$ cat src/rtl/ptw_pkg.sv
// ----------------------------------------------------------------------------
// ptw_pkg
// Shared types and constants of the page table walker: field widths, command
// codes, the queue item passed from front to back and the result item.
// ----------------------------------------------------------------------------
package ptw_pkg;

    localparam int VA_W    = 48;
    localparam int ADDR_W  = 52;
    localparam int ENTRY_W = 64;
    localparam int PA_W    = 49;
    localparam int IDX_W   = 9;

    // Frame bits of an entry (mask 0xFFFFFFFFF000)
    localparam int FRAME_LO = 12;
    localparam int FRAME_HI = 47;

    // Entry flag bits
    localparam int BIT_PRESENT  = 0;
    localparam int BIT_WRITABLE = 1;
    localparam int BIT_LARGE    = 7;
    localparam int BIT_NX       = 63;

    // Default depth of the queue between front and back
    localparam int QUEUE_DEPTH_DEF = 2;

    typedef enum logic [1:0] {
        CMD_TRANSLATE = 2'd0,
        CMD_MAKE_WX   = 2'd1,
        CMD_ENTRY     = 2'd2
    } cmd_t;

    // Classified item: a start carries the first entry address in word
    typedef struct packed {
        logic               is_start;
        logic               make_wx;
        logic [VA_W-1:0]    va;
        logic [ENTRY_W-1:0] word;
    } ptw_item_t;

    typedef struct packed {
        logic              walk_done;
        logic [ADDR_W-1:0] read_address;
        logic              write_enable;
        logic [ADDR_W-1:0] write_address;
        logic [ENTRY_W-1:0] write_data;
        logic [PA_W-1:0]   translated_address;
        logic              fault;
    } ptw_result_t;

endpackage

$ cat src/rtl/ptw_front.sv
// ----------------------------------------------------------------------------
// ptw_front
// Accepts input items, drops unknown commands and classifies the rest. A walk
// start gets its top-level entry address computed here.
// ----------------------------------------------------------------------------
module ptw_front
    import ptw_pkg::*;
(
    input  logic [1:0]         command,
    input  logic [VA_W-1:0]    virtual_address,
    input  logic [ADDR_W-1:0]  table_root,
    input  logic [ENTRY_W-1:0] entry_data,
    input  logic               accept,
    output logic               push,
    output ptw_item_t          item
);

    logic [ADDR_W-1:0] top_addr;

    // Compute root plus eight times the top index, wrapping at the address width
    assign top_addr = table_root
                    + {{(ADDR_W-IDX_W-3){1'b0}}, virtual_address[47:39], 3'b000};

    // Classify the item and push it unless the command is unknown
    always_comb
    begin
        push          = 1'b0;
        item.is_start = 1'b0;
        item.make_wx  = 1'b0;
        item.va       = virtual_address;
        item.word     = entry_data;
        case (command)
            CMD_TRANSLATE, CMD_MAKE_WX:
            begin
                push          = accept;
                item.is_start = 1'b1;
                item.make_wx  = (command == CMD_MAKE_WX);
                item.word     = {{(ENTRY_W-ADDR_W){1'b0}}, top_addr};
            end
            CMD_ENTRY:
            begin
                push = accept;
            end
            default:
            begin
                push = 1'b0;
            end
        endcase
    end

endmodule

$ cat src/rtl/ptw_queue.sv
// ----------------------------------------------------------------------------
// ptw_queue
// Short first-in first-out queue of classified items between front and back.
// ----------------------------------------------------------------------------
module ptw_queue
    import ptw_pkg::*;
#(
    parameter int DEPTH = QUEUE_DEPTH_DEF
)
(
    input  logic      clk,
    input  logic      rst_n,
    input  logic      push,
    input  ptw_item_t push_item,
    input  logic      pop,
    output logic      not_empty,
    output logic      full,
    output ptw_item_t head_item
);

    localparam int PTR_W = (DEPTH > 1) ? $clog2(DEPTH) : 1;
    localparam int CNT_W = $clog2(DEPTH + 1);

    ptw_item_t           slot_reg [DEPTH];
    logic [PTR_W-1:0]    wr_ptr_reg, wr_ptr_next;
    logic [PTR_W-1:0]    rd_ptr_reg, rd_ptr_next;
    logic [CNT_W-1:0]    count_reg, count_next;

    assign not_empty = (count_reg != '0);
    assign full      = (count_reg == CNT_W'(DEPTH));
    assign head_item = slot_reg[rd_ptr_reg];

    // Advance pointers with wrap at the last slot
    always_comb
    begin
        wr_ptr_next = wr_ptr_reg;
        rd_ptr_next = rd_ptr_reg;
        count_next  = count_reg;
        if (push)
        begin
            wr_ptr_next = (wr_ptr_reg == PTR_W'(DEPTH - 1)) ? '0 : wr_ptr_reg + 1'b1;
        end
        if (pop)
        begin
            rd_ptr_next = (rd_ptr_reg == PTR_W'(DEPTH - 1)) ? '0 : rd_ptr_reg + 1'b1;
        end
        if (push && !pop)
        begin
            count_next = count_reg + 1'b1;
        end
        else if (pop && !push)
        begin
            count_next = count_reg - 1'b1;
        end
    end

    // Hold pointers and count
    always_ff @(posedge clk or negedge rst_n)
    begin
        if (!rst_n)
        begin
            wr_ptr_reg <= '0;
            rd_ptr_reg <= '0;
            count_reg  <= '0;
        end
        else
        begin
            wr_ptr_reg <= wr_ptr_next;
            rd_ptr_reg <= rd_ptr_next;
            count_reg  <= count_next;
        end
    end

    // Store the pushed item
    always_ff @(posedge clk)
    begin
        if (push)
        begin
            slot_reg[wr_ptr_reg] <= push_item;
        end
    end

endmodule

$ cat src/rtl/ptw_back.sv
// ----------------------------------------------------------------------------
// ptw_back
// Carries out the walk: holds the walk state, checks each returned entry and
// loads one result item per queue item into the output register.
// ----------------------------------------------------------------------------
module ptw_back
    import ptw_pkg::*;
(
    input  logic        clk,
    input  logic        rst_n,
    input  logic        q_not_empty,
    input  ptw_item_t   q_item,
    output logic        pop,
    output logic        out_valid,
    input  logic        out_stall,
    output ptw_result_t result
);

    typedef enum logic [2:0] {
        LVL_IDLE  = 3'd0,
        LVL_TOP   = 3'd1,
        LVL_THIRD = 3'd2,
        LVL_DIR   = 3'd3,
        LVL_TABLE = 3'd4
    } level_t;

    level_t            level_reg, level_next;
    logic              kind_reg, kind_next;
    logic [VA_W-1:0]   va_reg, va_next;
    logic [ADDR_W-1:0] last_reg, last_next;
    logic              out_valid_reg, out_valid_next;
    ptw_result_t       result_reg, result_next;

    logic [ENTRY_W-1:0] entry;
    logic [IDX_W-1:0]   next_idx;
    logic [PA_W-1:0]    pa_large;
    logic [PA_W-1:0]    pa_small;

    // Pick the nine index bits of the virtual address for a level
    function automatic logic [IDX_W-1:0] level_index(input logic [VA_W-1:0] va,
                                                     input level_t lvl);
        logic [IDX_W-1:0] idx;
        case (lvl)
            LVL_TOP:   idx = va[47:39];
            LVL_THIRD: idx = va[38:30];
            LVL_DIR:   idx = va[29:21];
            LVL_TABLE: idx = va[20:12];
            default:   idx = va[47:39];
        endcase
        return idx;
    endfunction

    assign entry     = q_item.word;
    assign pop       = q_not_empty && (!out_valid_reg || !out_stall);
    assign out_valid = out_valid_reg;
    assign result    = result_reg;

    // Form both leaf addresses: large pages overlap offset and frame bits
    assign pa_large = {1'b0, entry[FRAME_HI:FRAME_LO], 12'h000}
                    + {{(PA_W-21){1'b0}}, va_reg[20:0]};
    assign pa_small = {1'b0, entry[FRAME_HI:FRAME_LO], va_reg[11:0]};

    assign next_idx = level_index(va_reg, level_t'(level_reg + 3'd1));

    // Decide the next walk state and the result of the popped item
    always_comb
    begin
        level_next     = level_reg;
        kind_next      = kind_reg;
        va_next        = va_reg;
        last_next      = last_reg;
        result_next    = result_reg;
        out_valid_next = out_valid_reg && out_stall;
        if (pop)
        begin
            out_valid_next = 1'b1;
            result_next    = '0;
            if (q_item.is_start)
            begin
                level_next               = LVL_TOP;
                kind_next                = q_item.make_wx;
                va_next                  = q_item.va;
                last_next                = q_item.word[ADDR_W-1:0];
                result_next.read_address = q_item.word[ADDR_W-1:0];
            end
            else if (level_reg == LVL_IDLE || !entry[BIT_PRESENT])
            begin
                level_next            = LVL_IDLE;
                result_next.walk_done = 1'b1;
                result_next.fault     = 1'b1;
            end
            else if ((level_reg == LVL_DIR && entry[BIT_LARGE]) || level_reg == LVL_TABLE)
            begin
                level_next            = LVL_IDLE;
                result_next.walk_done = 1'b1;
                if (kind_reg)
                begin
                    result_next.write_enable  = 1'b1;
                    result_next.write_address = last_reg;
                    result_next.write_data    = {1'b0, entry[ENTRY_W-2:2], 1'b1, entry[0]};
                end
                else
                begin
                    result_next.translated_address = (level_reg == LVL_DIR) ? pa_large
                                                                            : pa_small;
                end
            end
            else
            begin
                level_next = level_t'(level_reg + 3'd1);
                // Low twelve frame bits are zero, so the index just concatenates
                last_next  = {{(ADDR_W-48){1'b0}}, entry[FRAME_HI:FRAME_LO],
                              next_idx, 3'b000};
                result_next.read_address = {{(ADDR_W-48){1'b0}},
                                            entry[FRAME_HI:FRAME_LO], next_idx, 3'b000};
            end
        end
    end

    // Hold walk state and the output register
    always_ff @(posedge clk or negedge rst_n)
    begin
        if (!rst_n)
        begin
            level_reg     <= LVL_IDLE;
            kind_reg      <= 1'b0;
            va_reg        <= '0;
            last_reg      <= '0;
            out_valid_reg <= 1'b0;
            result_reg    <= '0;
        end
        else
        begin
            level_reg     <= level_next;
            kind_reg      <= kind_next;
            va_reg        <= va_next;
            last_reg      <= last_next;
            out_valid_reg <= out_valid_next;
            result_reg    <= result_next;
        end
    end

    // Never overwrite a result that is still waiting
    a_no_overwrite: assert property (@(posedge clk) disable iff (!rst_n)
        (out_valid_reg && out_stall) |-> !pop)
        else $error("result overwritten while stalled");

    // A missing entry ends the walk
    a_fault_idles: assert property (@(posedge clk) disable iff (!rst_n)
        (pop && !q_item.is_start && !entry[BIT_PRESENT]) |=> (level_reg == LVL_IDLE))
        else $error("walk continues after a fault");

    // A start always issues the top-level read
    a_start_reads: assert property (@(posedge clk) disable iff (!rst_n)
        (pop && q_item.is_start) |=> (out_valid_reg && !result_reg.walk_done
                                      && level_reg == LVL_TOP))
        else $error("start without top-level read");

    // Read requests carry no write-back and no translation
    a_read_clean: assert property (@(posedge clk) disable iff (!rst_n)
        (out_valid_reg && !result_reg.walk_done) |-> (!result_reg.write_enable
            && !result_reg.fault && result_reg.translated_address == '0))
        else $error("read request carries leaf fields");

    // A faulted result has no write-back
    a_fault_no_write: assert property (@(posedge clk) disable iff (!rst_n)
        (out_valid_reg && result_reg.fault) |-> (result_reg.walk_done
                                                 && !result_reg.write_enable))
        else $error("fault with write-back");

endmodule

$ cat src/rtl/page_table_walker.sv
// ----------------------------------------------------------------------------
// page_table_walker
// Four-level page table walker that reaches memory through its own channels.
//
//   Channel  Handshake            Payload
//   in       in_valid/in_stall    command, virtual_address, table_root,
//                                 entry_data
//   out      out_valid/out_stall  walk_done, read_address, write_enable,
//                                 write_address, write_data,
//                                 translated_address, fault
//
// One item per cycle in steady state while neither stall is raised; each known
// command gives one result on the output (the item is written into a queue
// slot, then loads the output register when the back pops it).
// Reset leaves the walker idle and the queue empty; no clearing pass.
// in_stall rises only when the front/back queue is full.
// out_stall holds the output register and lets the queue fill behind it.
// ----------------------------------------------------------------------------
module page_table_walker
    import ptw_pkg::*;
#(
    parameter int QUEUE_DEPTH = QUEUE_DEPTH_DEF
)
(
    input  logic               clk,
    input  logic               rst_n,
    input  logic               in_valid,
    output logic               in_stall,
    input  logic [1:0]         command,
    input  logic [VA_W-1:0]    virtual_address,
    input  logic [ADDR_W-1:0]  table_root,
    input  logic [ENTRY_W-1:0] entry_data,
    output logic               out_valid,
    input  logic               out_stall,
    output logic               walk_done,
    output logic [ADDR_W-1:0]  read_address,
    output logic               write_enable,
    output logic [ADDR_W-1:0]  write_address,
    output logic [ENTRY_W-1:0] write_data,
    output logic [PA_W-1:0]    translated_address,
    output logic               fault
);

    logic        accept;
    logic        push;
    logic        pop;
    logic        q_not_empty;
    logic        q_full;
    ptw_item_t   push_item;
    ptw_item_t   head_item;
    ptw_result_t result;

    assign in_stall = q_full;
    assign accept   = in_valid && !q_full;

    ptw_front u_front (
        .command         (command),
        .virtual_address (virtual_address),
        .table_root      (table_root),
        .entry_data      (entry_data),
        .accept          (accept),
        .push            (push),
        .item            (push_item)
    );

    ptw_queue #(
        .DEPTH (QUEUE_DEPTH)
    ) u_queue (
        .clk       (clk),
        .rst_n     (rst_n),
        .push      (push),
        .push_item (push_item),
        .pop       (pop),
        .not_empty (q_not_empty),
        .full      (q_full),
        .head_item (head_item)
    );

    ptw_back u_back (
        .clk         (clk),
        .rst_n       (rst_n),
        .q_not_empty (q_not_empty),
        .q_item      (head_item),
        .pop         (pop),
        .out_valid   (out_valid),
        .out_stall   (out_stall),
        .result      (result)
    );

    // Unpack the result item onto the ports
    assign walk_done          = result.walk_done;
    assign read_address       = result.read_address;
    assign write_enable       = result.write_enable;
    assign write_address      = result.write_address;
    assign write_data         = result.write_data;
    assign translated_address = result.translated_address;
    assign fault              = result.fault;

endmodule
$ cat config.mk
export PLATFORM = sky130hd
export DESIGN_NAME = page_table_walker
export DESIGN_NICKNAME = d
export VERILOG_FILES = /design/src/rtl/ptw_pkg.sv /design/src/rtl/ptw_front.sv /design/src/rtl/ptw_queue.sv /design/src/rtl/ptw_back.sv /design/src/rtl/page_table_walker.sv
export SDC_FILE = /design/constraint.sdc
export NUM_CORES = 1
export LEC_CHECK = 0
export ABC_AREA = 0
export ABC_CLOCK_PERIOD_IN_PS = 10150
export BUFFER_PORTS_ARGS = -buffer_cell sky130_fd_sc_hd__buf_2
export CAP_MARGIN = 20
export CORE_MARGIN = 3
export CORE_UTILIZATION = 59
export CTS_CLUSTER_DIAMETER = 150
export CTS_CLUSTER_SIZE = 30
export DETAILED_ROUTE_END_ITERATION = 8
export PLACE_DENSITY_LB_ADDON = 0.15
export REMOVE_ABC_BUFFERS = 1
export SYNTH_ARGS = -nofsm -noshare
export SYNTH_HDL_FRONTEND = slang
export SYNTH_SLANG_ARGS = --single-unit
$ cat constraint.sdc
create_clock -name clk -period 10.15 [get_ports clk]
set_input_delay 0.5075 -clock clk [delete_from_list [all_inputs] [get_ports clk]]
set_output_delay 0.5075 -clock clk [all_outputs]
set_load 0.02 [all_outputs]
Yosys cells after proc, flatten, opt, wreduce, memory -nomap -nowiden
Memories as Yosys holds them, arrays and structs flattened.
Cells that the tools add are included.
W data, S select, Z words.

storage, ports and cells
  output and inout port bits = 222
  bits in writable memories = 228
  memories kept = 1
  word-level logic and storage cells = 85
  register bits = 329
  input port bits = 170

operators by class
  muxes and demuxes = 29
  reduce and logical (&&, ||, !) cells = 23
  equal/unequal tests = 10
  $add $sub $neg = 7

memory list
  memory            depth  bits a word  rd ports  clocked after Yosys merged registers in  write ports  RTL line         text
  u_queue.slot_reg  2      114          1         0                                        1            ptw_queue.sv:24  ptw_item_t slot_reg [DEPTH];

operator list
  cell                   count
  $mux W218              1
  $mux W52               4
  $mux W167              1
  $mux W166              1
  $mux W117              1
  $mux W49               2
  $mux W64               1
  $add A52 B12 Y52       1
  $add A48 B21 Y49       1
  $mux W48               1
  $pmux W9 S3            1
  $mux W1                10
  $eq A3 B2 Y1 const B   3
  $mux W3                3
  $eq A3 B3 Y1 const B   2
  $logic_and A1 B1 Y1    6
  $logic_not A1 Y1       6
  $mux W2                3
  $eq A2 B2 Y1 const B   2
  $ne A2 B2 Y1 const B   2
  $reduce_bool A2 Y1     2
  $add A3 B1 Y3 const B  1
  $logic_not A3 Y1       1
  $logic_or A1 B1 Y1     3
  9 further kinds        10

Longest topological paths before layout
  depth after elaboration = 8
  mapped depth = 17
  mapped depth without buffers = 11

By module
From an unflattened synthesis, not the netlist that was laid out.

unflattened totals
  cells, all modules = 1820
  area, all modules = 24040.6 um^2

modules (own cells, without submodules)
  module             times used  area an instance (um^2)  cells each
  ptw_back           1           13003.7                  1067
  ptw_queue          1           8615.8                   371
  ptw_front          1           2407.3                   381
  page_table_walker  1           13.8                     1

Worst setup path after synthesis
No wires, ideal clock.

  path kind = input to register
  from = input command[1]
  to = memory u_queue.slot_reg[0][0] (netlist name) (enable)
  cell stages on the path = 4
  required time = 9564 ps
  path slack = 3949 ps
  arrival = 5614 ps
  cells stage by stage = clkbuf_1 > nand2_1 > nand3_1 > nor2_1

on the way
  longest elaborated chain between the ends = 5

ends and longest elaborated chain
  what                                        RTL line                 text
  from (decl)                                 page_table_walker.sv:29  input logic [1:0] command,
  $eq A2 B2 Y1, or another cell as far along  ptw_front.sv:32          case (command)
  $reduce_or A3 Y1 (no source line) *         --
  $mux W1 *                                   ptw_front.sv:32
  $mux W1 *                                   ptw_queue.sv:77          if (push)
  $mux W1 (not written as such) *             ptw_queue.sv:79          slot_reg[wr_ptr_reg] <= push_item;
  to (decl)                                   ptw_queue.sv:24

Every way passes the cells marked *; elsewhere a longest branch is shown, timed or not.

==> results.json <==
{
  "status": "finished clean",
  "nets": 2414,
  "ir_drop_v": 0.000151,
  "largest_register_ff_count": 226,
  "p_per_area_nw_per_um2": 238,
  "tightest_slew_ps": 1140,
  "synth-simple-area-share_pct": 10.4,
  "fmax_ghz": 0.209,
  "path_clk_slew_ps": 110,
  "avgSynthCellArea_um2": 12.1,
  "async_flop_share_pct": 59.1,
  "coreArea_um2": 37900,
  "insertion_delay_ps": 570,
  "grt_pass1_wl_um": 88000,
  "slew_viol_final": 0,
  "clock-root-buffer": "clkbuf_16",
  "post_cts_resized": 0,
  "dieHeight_um": 203,
  "syn_inst": 1892,
  "antenna_left": 0,
  "drt_iter0_markers": 1045,
  "arrival_ps": 5250,
  "netlist_area_um2": 22900,
  "synth.area.top_cells": "dfrtp_1 36%, edfxtp_1 30%, nand2_1 5.8%",
  "clockBufferDepth": 3,
  "p_leak_uw": 0.0119,
  "grt_max_degree": 145,
  "overflow": 0,
  "tns_ps": 0,
  "synth_compound_area_share_pct": 11.9,
  "final_core_util_pct": 68.4,
  "h-tree-depth": 1,
  "grt_pass1_vias": 15954,
  "post-place-ws_ps": 5370,
  "yosysWarnings": 0,
  "area_growth_pct": 13.3,
  "io_buffers": 389,
  "end_kind": "register",
  "critPathLaunch": "u_queue.rd_ptr_reg$_DFFE_PN0P_",
  "slew_headroom_pct": 24.1,
  "grt_usage_pct": 27.1,
  "synth-main-ff-cell": "dfrtp_1",
  "ys_types": 69,
  "tritoncts": "built",
  "dpl.hpwl_um": 38700,
  "start_util_pct": 60.3,
  "startpoint_type": "register",
  "hp-start": "virtual_address[30]",
  "synthAdderAreaFrac_pct": 1.54,
  "setup_slack_ps": 5360,
  "hp-class": "in -> reg",
  "wl_per_cell_um": 20.6,
  "wirelength_um": 56700,
  "synth_top_family_by_area": "compound AO/OA/AOI/OAI gates",
  "min_period_over_period_pct": 47.2,
  "synth_edf_count": 226,
  "finalHoldViolCount": 0,
  "synth_mux_area_share_pct": 5.21,
  "place_congestion": 0.880,
  "via_per_inst": 5.79,
  "drv_cap": 0,
  "setup_violations": 0,
  "remaining_drc_errors": 0,
  "fill_cells": 2890,
  "post-cts-setup-buffers": 0,
  "ys_ff_latch": 553,
  "ctsHoldBuffers": 1,
  "num_vias": 15940,
  "worstPathRequired_ps": 10600,
  "synth_top_area_cell": "dfrtp_1",
  "core.rowCount": 71,
  "antenna_found_initial": 6,
  "grt_setup_unrepaired": "false",
  "io_pins": 392,
  "cts_buffers": 22,
  "synth_xor_area_share_pct": 3.14,
  "die_area_um2": 41200,
  "path_max_fanout": 56,
  "ys_seq_area_share_pct": 65.4,
  "timing.final.crit_period_ps": 4790,
  "drt_first_pass_iters": 5,
  "synth_top_cell_area_share_pct": 35.7,
  "cts.sinks": 553,
  "path_class": "reg -> reg",
  "final_layout_size_suffix_gt1_share_pct": 21.0,
  "rr_startpoint": "u_queue.rd_ptr_reg$_DFFE_PN0P_",
  "die_w_um": 203,
  "fin_skew_ps": 21.7
}
[cells by family after synthesis]
group | Yosys count
xor+xnor | 82
compound gates | 449
flops | 553
buf+inv | 133
simple gates | 529
other cells | 1
fa+ha+maj | 27
mux | 118
[layer usage]
metal	part of all wire, %	global-route usage [%]	vias to the layer above
met2	49	46.5	541
met5	0.014	0	-
li1	-	-	7375
met4	3.4	9.03	2
met1	41	35.9	7924
met3	6.0	4.04	98
[where the power goes]
part,internal (µW),switching (µW)
sequential,2840,264
combinational,646,1320
clock,439,659
total,3930,2240
[cells in the mapped netlist, drive strengths merged, types with 7 or more instances]
library cell,n
a31oi,7
nand4,16
nor3,15
inv,23
a22oi,12
mux2,10
o22ai,10
a21oi,28
o21ai,278
and3,12
xor2,44
a21o,20
nand2,355
and2,17
buf,26
nor4,7
nor2b,7
mux2i,108
nand2b,8
edfxtp,226
xnor2,38
a22o,75
dfrtp,327
nor2,32
nand3,31
clkbuf,84
ha,25
[through the flow]
stage | area [µm²] | power (µW) | hold WS [ps] | std cells
2_1_floorplan | 22400 | 4530 | 212 | 1782
3_3_place_gp | 25200 | 5040 | 452 | 2702
3_5_place_dp | 25200 | 5120 | 458 | 2702
4_1_cts | 25900 | 6200 | 86.6 | 2743
5_1_grt | 25900 | 6540 | 93.0 | 2749
6_report | 25900 | 6170 | 116 | 2753
[cells in the final DEF, fill, tap and decap left out, types with 7 or more instances in the layout]
cell | netlist | layout
a21oi_1 | 28 | 27
xnor2_1 | 38 | 38
o21ai_0 | 249 | 249
o22ai_1 | 10 | 10
nor2_1 | 32 | 31
a22o_1 | 75 | 75
nand4_1 | 16 | 16
xor2_1 | 44 | 44
ha_1 | 25 | 25
nor3_1 | 14 | 14
nand3_1 | 29 | 29
clkbuf_1 | 84 | 16
mux2i_1 | 108 | 108
nand2b_1 | 7 | 7
mux2_2 | 10 | 10
and2_1 | 17 | 15
edfxtp_1 | 226 | 226
a31oi_1 | 7 | 7
clkbuf_16 | 0 | 23
and3_1 | 11 | 11
diode_2 | 0 | 9
dfrtp_1 | 327 | 326
buf_2 | 12 | 387
a22oi_1 | 12 | 12
buf_4 | 7 | 22
a21o_1 | 20 | 20
inv_1 | 21 | 21
o21ai_1 | 28 | 27
nand2_1 | 355 | 353
[layout make-up]
| type | instances | area, µm² | area share [%] |
|---|---|---|---|
| Timing Repair Buffer | 411 | 2130 | 8.20 |
| Tap cell | 511 | 639 | 2.47 |
| Clock inverter | 1 | 20.0 | 0.0772 |
| Sequential cell | 553 | 15000 | 57.7 |
| Antenna cell | 9 | 22.5 | 0.0869 |
| Inverter | 23 | 93.8 | 0.362 |
| Clock buffer | 39 | 636 | 2.45 |
| Multi-Input combinational cell | 1206 | 7420 | 28.6 |
[critical path: stages, from the launching register on]
cell and delay (ps):
dfrtp_4 850, buf_4 720, mux2i_1 510, inv_1 90, ha_1 410, and3_1 210, a221oi_2 100, o211a_4 280
nor4b_4 570, nand3_2 200, or4_1 440, a32o_1 270
[path summary, 6_finish.rpt]
check | to | slack (ps) | cells past startpoint
worst max register to register | u_back.result[43]$_DFFE_PN0P_ | 5360 | 11
min in group asynchronous | u_back.result[137]$_DFFE_PN0P_ | 550 | 2
worst max-delay path | u_back.result[43]$_DFFE_PN0P_ | 5360 | 11
worst min register to register | u_back.result[204]$_DFFE_PN0P_ | 480 | 2
max in group asynchronous | u_back.va_reg[3]$_DFFE_PN0P_ | 8000 | 3
worst min-delay path | u_queue.slot_reg[0][94]$_DFFE_PP_ | 120 | 1
(Power assumes the default switching activity.)
